--- config.mk ---
export PLATFORM = sky130hd
export DESIGN_NAME = linear_interp_resampler_unit
export DESIGN_NICKNAME = d
export VERILOG_FILES = /design/src/sv/lir_pkg.sv /design/src/sv/linear_interp_resampler_unit.sv /design/src/sv/lir_div.sv
export VERILOG_INCLUDE_DIRS = /design/src /design/src/sv
export SDC_FILE = /design/constraint.sdc
export NUM_CORES = 2
export LEC_CHECK = 0
export BUFFER_PORTS_ARGS = -buffer_cell sky130_fd_sc_hd__buf_2
export CAP_MARGIN = 5
export CORE_MARGIN = 5
export CORE_UTILIZATION = 50
export CTS_CLUSTER_DIAMETER = 80
export DETAILED_ROUTE_END_ITERATION = 10
export GPL_ROUTABILITY_DRIVEN = 0
export HOLD_SLACK_MARGIN = 0.12
export PLACE_DENSITY = 0.71
export RECOVER_POWER = 25
export SETUP_SLACK_MARGIN = 0.5
export SLEW_MARGIN = 20
export SYNTH_ARGS = -nofsm -noshare
export SYNTH_HDL_FRONTEND = slang
export SYNTH_SLANG_ARGS = --single-unit
--- constraint.sdc ---
create_clock -name clk -period 8.81 [get_ports clk]
set_input_delay 0.4405 -clock clk [delete_from_list [all_inputs] [get_ports clk]]
set_output_delay 0.4405 -clock clk [all_outputs]
set_load 0.01 [all_outputs]
--- src/sv/assert_macros.svh ---
// ---------------------------------------------------------------------------
// Assertion macros
// Short wrappers for the concurrent checks used across the resampler RTL.
// ---------------------------------------------------------------------------
`ifndef ASSERT_MACROS_SVH
`define ASSERT_MACROS_SVH

// Condition that must hold at every clock edge out of reset
`define ASSERT_ALWAYS(lbl, clk, rst, cond, msg) \
  lbl: assert property (@(posedge clk) disable iff (rst) (cond)) else $error(msg);

// Same-cycle implication
`define ASSERT_IMPL(lbl, clk, rst, ante, cons, msg) \
  lbl: assert property (@(posedge clk) disable iff (rst) (ante) |-> (cons)) else $error(msg);

// Next-cycle implication
`define ASSERT_IMPL_NEXT(lbl, clk, rst, ante, cons, msg) \
  lbl: assert property (@(posedge clk) disable iff (rst) (ante) |=> (cons)) else $error(msg);

`endif

--- src/sv/lir_pkg.sv ---
// ---------------------------------------------------------------------------
// Linear interpolation resampler package
// Widths, reset values and register indexes shared by the resampler files.
// ---------------------------------------------------------------------------
package lir_pkg;

  // Sample and rate formats
  localparam int SAMPLE_W     = 16;
  localparam int RATE_W       = 18;
  localparam int PHASE_W      = 19;
  localparam int MAX_UPSAMPLE = 32;
  localparam int UPS_W        = $clog2(MAX_UPSAMPLE + 1);
  localparam int LIM_W        = RATE_W + UPS_W;

  // Working phase: one bit above the stored remainder for the running sum
  localparam int R_W = PHASE_W + 1;

  // Interpolation arithmetic
  localparam int DIFF_W = SAMPLE_W + 1;
  localparam int PROD_W = DIFF_W + RATE_W + 1;
  localparam int DEN_W  = RATE_W + 1;
  localparam int Q_W    = SAMPLE_W + 1;
  localparam int NUM_W  = Q_W + DEN_W;
  localparam int CNT_W  = $clog2(Q_W + 1);

  localparam logic [RATE_W-1:0] RATE_RESET = RATE_W'(16000);

  // Configuration register indexes
  localparam int CFG_ADDR_W = 1;
  localparam logic [CFG_ADDR_W-1:0] REG_SOURCE_RATE = CFG_ADDR_W'(0);
  localparam logic [CFG_ADDR_W-1:0] REG_TARGET_RATE = CFG_ADDR_W'(1);

endpackage

--- src/sv/linear_interp_resampler_unit.sv ---
// ---------------------------------------------------------------------------
// Linear interpolation resampler
// Rational-phase sample-rate converter for signed Q1.15 audio streams.
// ---------------------------------------------------------------------------
// Each input sample is taken while the block is idle, and the block then
// stays busy until every output it causes has been handed to the output
// register. An interpolated output goes through a phase test, a multiply,
// a divider load, the bit-serial divider and a hand-off of the result that
// also steps the phase; an output that repeats the last sample needs only
// the hand-off, and each hand-off waits while the pending result cannot
// move on. The shared divider takes most of an interpolated output's time.
// Equal rates pass a sample through the pending slot and the flush state.
// The first sample of a buffer that is not also its last is stored and
// gives no output. Outputs of one input leave in order, the last with
// m_tlast set; m_tuser flags the final output of the buffer.
`include "assert_macros.svh"

module linear_interp_resampler_unit (
  input  logic                                clk,
  input  logic                                rst,
  // Input stream
  input  logic                                s_tvalid,
  output logic                                s_tready,
  input  logic [lir_pkg::SAMPLE_W-1:0]        s_tdata,   // [15:0] sample_in
  input  logic                                s_tlast,   // final_in
  // Output stream
  output logic                                m_tvalid,
  input  logic                                m_tready,
  output logic [lir_pkg::SAMPLE_W-1:0]        m_tdata,   // [15:0] sample_out
  output logic                                m_tlast,   // run_last
  output logic                                m_tuser,   // [0] stream_end
  // Configuration writes
  input  logic                                cfg_we,
  input  logic [lir_pkg::CFG_ADDR_W-1:0]      cfg_addr,
  input  logic [lir_pkg::RATE_W-1:0]          cfg_wdata
);

  typedef enum logic [2:0] {
    S_IDLE,
    S_LOOP,
    S_MUL,
    S_DSTART,
    S_DIV,
    S_TAIL,
    S_FLUSH
  } state_t;

  state_t state;

  // Configuration
  logic [lir_pkg::RATE_W-1:0]   source_rate;
  logic [lir_pkg::RATE_W-1:0]   target_rate;

  // Stream state
  logic [lir_pkg::SAMPLE_W-1:0] prior_sample;
  logic                         have_prior;
  logic [lir_pkg::PHASE_W-1:0]  phase_rem;

  // Per-item working registers
  logic [lir_pkg::SAMPLE_W-1:0] x_cur;
  logic                         fin_cur;
  logic [lir_pkg::RATE_W-1:0]   from_e;
  logic [lir_pkg::RATE_W-1:0]   to_e;
  logic [lir_pkg::R_W-1:0]      r;
  logic signed [lir_pkg::DIFF_W-1:0] diff;
  logic signed [lir_pkg::PROD_W-1:0] prod;

  // Pending result and output register
  logic                         pend_valid;
  logic [lir_pkg::SAMPLE_W-1:0] pend_sample;
  logic                         out_valid;
  logic [lir_pkg::SAMPLE_W-1:0] out_sample;
  logic                         out_last;
  logic                         out_end;

  // Combinational
  logic [lir_pkg::RATE_W-1:0]   from_raw;
  logic [lir_pkg::RATE_W-1:0]   to_raw;
  logic [lir_pkg::LIM_W-1:0]    up_lim;
  logic [lir_pkg::RATE_W-1:0]   to_clamp;
  logic                         eq_rates;
  logic [lir_pkg::R_W-1:0]      r_plus;
  logic [lir_pkg::R_W-1:0]      r_minus;
  logic                         r_lt_to;
  logic                         interp_put;
  logic                         tail_ok;
  logic                         can_push;
  logic                         slot_ok;
  logic                         gen_fire;
  logic [lir_pkg::SAMPLE_W-1:0] gen_sample;
  logic                         flush_fire;
  logic                         prod_neg;
  logic [lir_pkg::PROD_W-1:0]   prod_mag;
  logic [lir_pkg::NUM_W-1:0]    div_num;
  logic [lir_pkg::DEN_W-1:0]    div_den;
  logic                         div_start;
  logic                         div_busy;
  logic                         div_done;
  logic [lir_pkg::Q_W-1:0]      div_quot;
  logic [lir_pkg::Q_W:0]        q_s;
  logic [lir_pkg::Q_W:0]        interp_sum;

  // Effective rates: zero acts as one, upsampling limited
  always_comb begin
    from_raw = (source_rate == '0) ? lir_pkg::RATE_W'(1) : source_rate;
    to_raw   = (target_rate == '0) ? lir_pkg::RATE_W'(1) : target_rate;
    up_lim   = lir_pkg::LIM_W'(from_raw) * lir_pkg::LIM_W'(lir_pkg::MAX_UPSAMPLE);
    to_clamp = (lir_pkg::LIM_W'(to_raw) > up_lim) ? up_lim[lir_pkg::RATE_W-1:0] : to_raw;
    eq_rates = (from_raw == to_clamp);
  end

  // Phase arithmetic
  always_comb begin
    r_plus     = r + lir_pkg::R_W'(from_e);
    r_minus    = r - lir_pkg::R_W'(to_e);
    r_lt_to    = (r < lir_pkg::R_W'(to_e));
    interp_put = !fin_cur ||
                 ((lir_pkg::R_W+1)'(r_plus) <= (lir_pkg::R_W+1)'({to_e, 1'b0}));
    tail_ok    = (r_plus <= lir_pkg::R_W'(to_e));
  end

  // Rounded quotient: floor((2*num + to) / (2*to)) through the magnitude
  always_comb begin
    prod_neg = prod[lir_pkg::PROD_W-1];
    prod_mag = prod_neg ? lir_pkg::PROD_W'(-prod) : lir_pkg::PROD_W'(prod);
    div_num  = lir_pkg::NUM_W'({prod_mag, 1'b0}) + lir_pkg::NUM_W'(to_e)
             - lir_pkg::NUM_W'(prod_neg);
    div_den  = {to_e, 1'b0};
    div_start = (state == S_DSTART);
    q_s = prod_neg ? ((lir_pkg::Q_W+1)'(0) - {1'b0, div_quot}) : {1'b0, div_quot};
    interp_sum = {{(lir_pkg::Q_W+1-lir_pkg::SAMPLE_W){prior_sample[lir_pkg::SAMPLE_W-1]}},
                  prior_sample} + q_s;
  end

  // Result hand-off: the newest result waits in the pending slot so the
  // last one of an item can be marked
  always_comb begin
    can_push   = !out_valid || m_tready;
    slot_ok    = !pend_valid || can_push;
    gen_fire   = 1'b0;
    gen_sample = x_cur;
    case (state)
      S_IDLE: begin
        gen_fire   = s_tvalid && eq_rates;
        gen_sample = s_tdata;
      end
      S_DIV: begin
        gen_fire   = div_done && slot_ok;
        gen_sample = interp_sum[lir_pkg::SAMPLE_W-1:0];
      end
      S_TAIL: begin
        gen_fire   = tail_ok && slot_ok;
        gen_sample = x_cur;
      end
      default: begin
        gen_fire   = 1'b0;
        gen_sample = x_cur;
      end
    endcase
    flush_fire = (state == S_FLUSH) && pend_valid && can_push;
  end

  // Shared divider
  lir_div u_div (
    .clk   (clk),
    .rst   (rst),
    .start (div_start),
    .num   (div_num),
    .den   (div_den),
    .busy  (div_busy),
    .done  (div_done),
    .quot  (div_quot)
  );

  // Sequencer, state and output register
  always_ff @(posedge clk) begin
    if (rst) begin
      state        <= S_IDLE;
      source_rate  <= lir_pkg::RATE_RESET;
      target_rate  <= lir_pkg::RATE_RESET;
      prior_sample <= '0;
      have_prior   <= 1'b0;
      phase_rem    <= '0;
      pend_valid   <= 1'b0;
      out_valid    <= 1'b0;
    end else begin
      // configuration writes
      if (cfg_we) begin
        case (cfg_addr)
          lir_pkg::REG_SOURCE_RATE: source_rate <= cfg_wdata;
          lir_pkg::REG_TARGET_RATE: target_rate <= cfg_wdata;
          default: ;
        endcase
      end

      // output register
      if (out_valid && m_tready) begin
        out_valid <= 1'b0;
      end
      if (gen_fire) begin
        if (pend_valid) begin
          out_valid  <= 1'b1;
          out_sample <= pend_sample;
          out_last   <= 1'b0;
          out_end    <= 1'b0;
        end
        pend_sample <= gen_sample;
        pend_valid  <= 1'b1;
      end
      if (flush_fire) begin
        out_valid  <= 1'b1;
        out_sample <= pend_sample;
        out_last   <= 1'b1;
        out_end    <= fin_cur;
        pend_valid <= 1'b0;
      end

      case (state)
        S_IDLE: begin
          if (s_tvalid) begin
            x_cur   <= s_tdata;
            fin_cur <= s_tlast;
            from_e  <= from_raw;
            to_e    <= to_clamp;
            r       <= lir_pkg::R_W'(phase_rem);
            diff    <= {s_tdata[lir_pkg::SAMPLE_W-1], s_tdata}
                     - {prior_sample[lir_pkg::SAMPLE_W-1], prior_sample};
            if (eq_rates) begin
              // pass-through; end of buffer still clears the stream
              if (s_tlast) begin
                prior_sample <= '0;
                have_prior   <= 1'b0;
                phase_rem    <= '0;
              end
              state <= S_FLUSH;
            end else if (!have_prior) begin
              if (s_tlast) begin
                state <= S_TAIL;
              end else begin
                prior_sample <= s_tdata;
                have_prior   <= 1'b1;
              end
            end else begin
              state <= S_LOOP;
            end
          end
        end
        S_LOOP: begin
          if (r_lt_to) begin
            if (interp_put) begin
              state <= S_MUL;
            end else begin
              r <= r_plus;
            end
          end else begin
            r <= r_minus;
            if (fin_cur) begin
              state <= S_TAIL;
            end else begin
              prior_sample <= x_cur;
              phase_rem    <= r_minus[lir_pkg::PHASE_W-1:0];
              state        <= S_FLUSH;
            end
          end
        end
        S_MUL: begin
          prod  <= diff * $signed({1'b0, r[lir_pkg::RATE_W-1:0]});
          state <= S_DSTART;
        end
        S_DSTART: begin
          state <= S_DIV;
        end
        S_DIV: begin
          if (div_done && slot_ok) begin
            r     <= r_plus;
            state <= S_LOOP;
          end
        end
        S_TAIL: begin
          // repeat the last sample up to the end of the buffer
          if (tail_ok) begin
            if (slot_ok) begin
              r <= r_plus;
            end
          end else begin
            prior_sample <= '0;
            have_prior   <= 1'b0;
            phase_rem    <= '0;
            state        <= S_FLUSH;
          end
        end
        S_FLUSH: begin
          if (!pend_valid || can_push) begin
            state <= S_IDLE;
          end
        end
        default: begin
          state <= S_IDLE;
        end
      endcase
    end
  end

  assign s_tready = (state == S_IDLE);
  assign m_tvalid = out_valid;
  assign m_tdata  = out_sample;
  assign m_tlast  = out_last;
  assign m_tuser  = out_end;

  // Checks
  `ASSERT_IMPL(a_idle_drained, clk, rst, state == S_IDLE, !pend_valid, "result left pending in idle")
  `ASSERT_IMPL(a_end_is_last, clk, rst, m_tvalid && m_tuser, m_tlast, "buffer end not on last result")
  `ASSERT_IMPL(a_phase_clear, clk, rst, (state == S_IDLE) && !have_prior, phase_rem == '0, "phase kept without a stored sample")
  `ASSERT_IMPL(a_div_wait, clk, rst, div_start, !div_busy, "divider restarted while busy")

endmodule

--- src/sv/lir_div.sv ---
// ---------------------------------------------------------------------------
// Iterative unsigned divider
// Restoring long division, one quotient bit per clock.
// ---------------------------------------------------------------------------
`include "assert_macros.svh"

module lir_div (
  input  logic                            clk,
  input  logic                            rst,
  input  logic                            start,
  input  logic [lir_pkg::NUM_W-1:0]       num,
  input  logic [lir_pkg::DEN_W-1:0]       den,
  output logic                            busy,
  output logic                            done,
  output logic [lir_pkg::Q_W-1:0]         quot
);

  logic [lir_pkg::DEN_W-1:0] rem;
  logic [lir_pkg::Q_W-1:0]   shreg;
  logic [lir_pkg::CNT_W-1:0] cnt;
  logic [lir_pkg::DEN_W:0]   trial;
  logic                      qbit;

  // Bring down the next numerator bit and try the subtract
  always_comb begin
    trial = {rem, shreg[lir_pkg::Q_W-1]};
    qbit  = (trial >= {1'b0, den});
  end

  always_ff @(posedge clk) begin
    if (rst) begin
      busy <= 1'b0;
      done <= 1'b0;
      cnt  <= '0;
    end else if (start) begin
      // quotient fits in Q_W bits, so the top bits start as the remainder
      rem   <= num[lir_pkg::NUM_W-1:lir_pkg::Q_W];
      shreg <= num[lir_pkg::Q_W-1:0];
      cnt   <= lir_pkg::CNT_W'(lir_pkg::Q_W);
      busy  <= 1'b1;
      done  <= 1'b0;
    end else if (busy) begin
      rem   <= qbit ? lir_pkg::DEN_W'(trial - {1'b0, den}) : trial[lir_pkg::DEN_W-1:0];
      shreg <= {shreg[lir_pkg::Q_W-2:0], qbit};
      cnt   <= cnt - 1'b1;
      if (cnt == lir_pkg::CNT_W'(1)) begin
        busy <= 1'b0;
        done <= 1'b1;
      end
    end
  end

  assign quot = shreg;

  // Checks
  `ASSERT_IMPL_NEXT(a_div_start, clk, rst, start, busy && !done, "divider did not start")
  `ASSERT_ALWAYS(a_div_excl, clk, rst, !(busy && done), "divider busy and done together")

endmodule

==> impl_metrics.toml <==
[detailed_routing]
first_pass_iters = 5
via_count = 24000
drt_iter0_drc = 1827
ant_nets = 0
via_per_inst = 5.79
remaining_drc_errors = 0
wl_mm = 80.1
wl_per_cell_um = 19.3

[critical_path]
cp.arrival_ps = 7710
max_stage_delay_ps = 920
critPathSlowestCell = "edfxtp_1"
crit_chain = "inv_1, nand2_1, fa_1, fa_1, inv_1, fa_1, fa_1, fa_1, inv_1, fa_1, inv_1, ha_1, o21a_1, nor2_1, a211oi_1, a31oi_1, o21ai_0, o21ai_0, a31o_2, o31ai_1, a41o_1"
r2r_end = "prod[34]$_DFFE_PP_"
worstPathMaxFanout = 18
r2r_cells = 21
crit_type = "register to register"
rrSetupSlack_ps = 1530
cp-end-kind = "register"
cp_common_cell = "fa_1"
start_kind = "register"
cp_data_required_time_ps = 9240
r2r-start = "r[0]$_DFFE_PP_"

[cts]
cts_tree = "built"
holdBufCountCts = 25
postCtsSetupBuffers = 0
cts.path.max_buffers = 3
path_clk_slew_ps = 60
clock_latency_ps = 570
htreeDepth = 2
root_buffer = "clkbuf_16"
cts_resized = 0
numCtsBuffers = 37
numClockSinks = 280

[hold_path]
hold_path_depth = 3
min_to = "source_rate[17]$_SDFFE_PP0P_"
worstHoldPathType = "input port to register"
min_from = "cfg_wdata[17]"

[timing]
max_freq_mhz = 137
grt_setup_unrepaired = "no"
fin_crit_sh_pct = 82.6
hold_viol = 0
tns_ps = 0
setup_viol = 0
max_slew_margin_pct = -85.9
skew_ps = 23.8
worst_slew_pin_slew_ps = 2790
final_max_slew_viol_count = 149
period_minus_slack_ps = 7280

[synthesis]
synth.area.mux_share_pct = 0.967
synth_ff_type = "edfxtp_1"
post-synth-top-area-cell = "edfxtp_1"
synth_top_family_by_area = "adder cells"
synthXorXnorAreaFrac_pct = 5.36
syn-num-nets = 3948
yosys_warnings = 0
synth.area.top_cells = "edfxtp_1 (20%), fa_1 (16%), ha_1 (13%)"
synthCells = 3342
synth_edf_count = 196
synth-seq-cells = 280
synth.distinct_cells = 77
seq_area_frac_synth_pct = 25.3
synth_common_cells = "inv_1 (462), nand2_1 (408), ha_1 (320)"
synth.avg_cell_area_um2 = 8.95
synthAdderAreaFrac_pct = 29.8
synth_most_common_cell = "inv_1"
synth-async-reset-ratio_pct = 0
synthesis.area_mm2 = 0.0299
synth_top_area_share_pct = 19.7
synth-compound-area-share_pct = 13.9
synth-simple-area-share_pct = 16.9

[placed_design]
port_buffers = 60
dpl.hpwl_mm = 61.7

[floorplanning]
die_w_um = 255
start_util_pct = 50.6
dieArea_mm2 = 0.0648
core_mm2 = 0.0591
die_y_um = 255
rows = 89
pin_count = 61

[global_route]
grt.overflow.total = 0
grt_antenna_before_repair = 1
grt_pass1_vias = 23600
grt_usage_pct = 24.7
grt_pass1_wl_mm = 128
grt_max_degree = 64

[layout]
layout-drive-gt1-share_pct = 4.01
area_delta_synth_final_pct = 7.84
nFillCells = 5346
nNetsFinal = 3945
utilization_pct = 54.5

[outcome]
violations = "capacitance limit, slew limit"
status = "complete, but fails checks"

[flow_run]
cap_violations = 3
area by class of cell:
class,count,area [um2],share of cell area [%]
clock buffers,48,997,3.09
inverters,462,1730,5.38
flip-flops and latches,280,7570,23.5
clock inverters,20,215,0.667
repair buffers,108,681,2.11
multi-input cells,2450,20100,62.3
well taps,773,967,3.00
diodes,1,2.50,0.00776
metal layers:
layer	part of all wire, %	global-route usage, %	wire length (um)	vias up
li1	-	-	-	11300
met4	4.1	9.03	3260	2
met3	6.8	3.36	5430	156
met1	42	33.3	33800	11600
met2	47	41.1	37600	835
met5	0.022	0	18	-
metrics by stage:
step | cell area [um2] | hold WS (ps) | setup WS (ps) | std cells
final | 32200 | 142 | 1530 | 4142
after global routing | 32200 | 141 | 1230 | 4141
after CTS | 32300 | 120 | 1630 | 4140
after detailed placement | 30800 | 405 | 1650 | 4047
after global placement | 30800 | 402 | 1710 | 4047
after floorplan | 29900 | 400 | 2060 | 3342
worst max-delay path, delay by kind of cell, from the launching register on:
| kind | cells | cell delay, ps |
|---|---|---|
| AOI/OAI and AO/OA | 8 | 2060 |
| and+or+nand+nor | 2 | 220 |
| buffers and inverters | 4 | 410 |
| DFF | 1 | 920 |
| adders and majority gates | 7 | 3500 |
flip-flops by register name (all words and copies together), names as in the netlist, 18 cells and up:
register     count
to_e            18
source_rate     18
phase_rem       19
u_div.rem       19
r               20
target_rate     18
from_e          18
prod            36
cells by family (layout without fill, tap and decap cells):
kind of cell / count (synthesis) / after routing
DFF: 280 / 280
buffers and inverters: 612 / 638
muxes: 28 / 28
other: 0 / 1
xor gates and xnor gates: 183 / 183
AOI/OAI and AO/OA: 650 / 650
and+or+nand+nor: 1024 / 1024
adders and majority gates: 565 / 565
worst max path at each step:
stage,from,to,slack (ps),cells past startpoint
after floorplan,rst,diff[0]$_DFFE_PP_,2060,4
after global placement,r[0]$_DFFE_PP_,prod[32]$_DFFE_PP_,1710,21
after detailed placement,r[5]$_DFFE_PP_,prod[34]$_DFFE_PP_,1650,20
after CTS,r[5]$_DFFE_PP_,prod[32]$_DFFE_PP_,1630,20
after global routing,r[9]$_DFFE_PP_,prod[32]$_DFFE_PP_,1230,20
final,r[0]$_DFFE_PP_,prod[34]$_DFFE_PP_,1530,21
layout by cell type (no fill, tap or decap), drive strengths merged, types with 51 or more instances in the layout:
| master | netlist | final |
|---|---|---|
| xnor2 | 124 | 124 |
| nand2 | 408 | 408 |
| inv | 462 | 467 |
| fa | 245 | 245 |
| dfxtp | 84 | 84 |
| clkbuf | 137 | 88 |
| edfxtp | 196 | 196 |
| xor2 | 59 | 59 |
| ha | 320 | 320 |
| and2 | 131 | 131 |
| nor3 | 51 | 51 |
| nor2 | 137 | 137 |
| a21oi | 174 | 174 |
| o21ai | 167 | 167 |
| a21o | 56 | 56 |
Power is left out: the tool's default activity adds up to more than one toggle a clock period on the data nets, which glitch-free logic cannot reach.
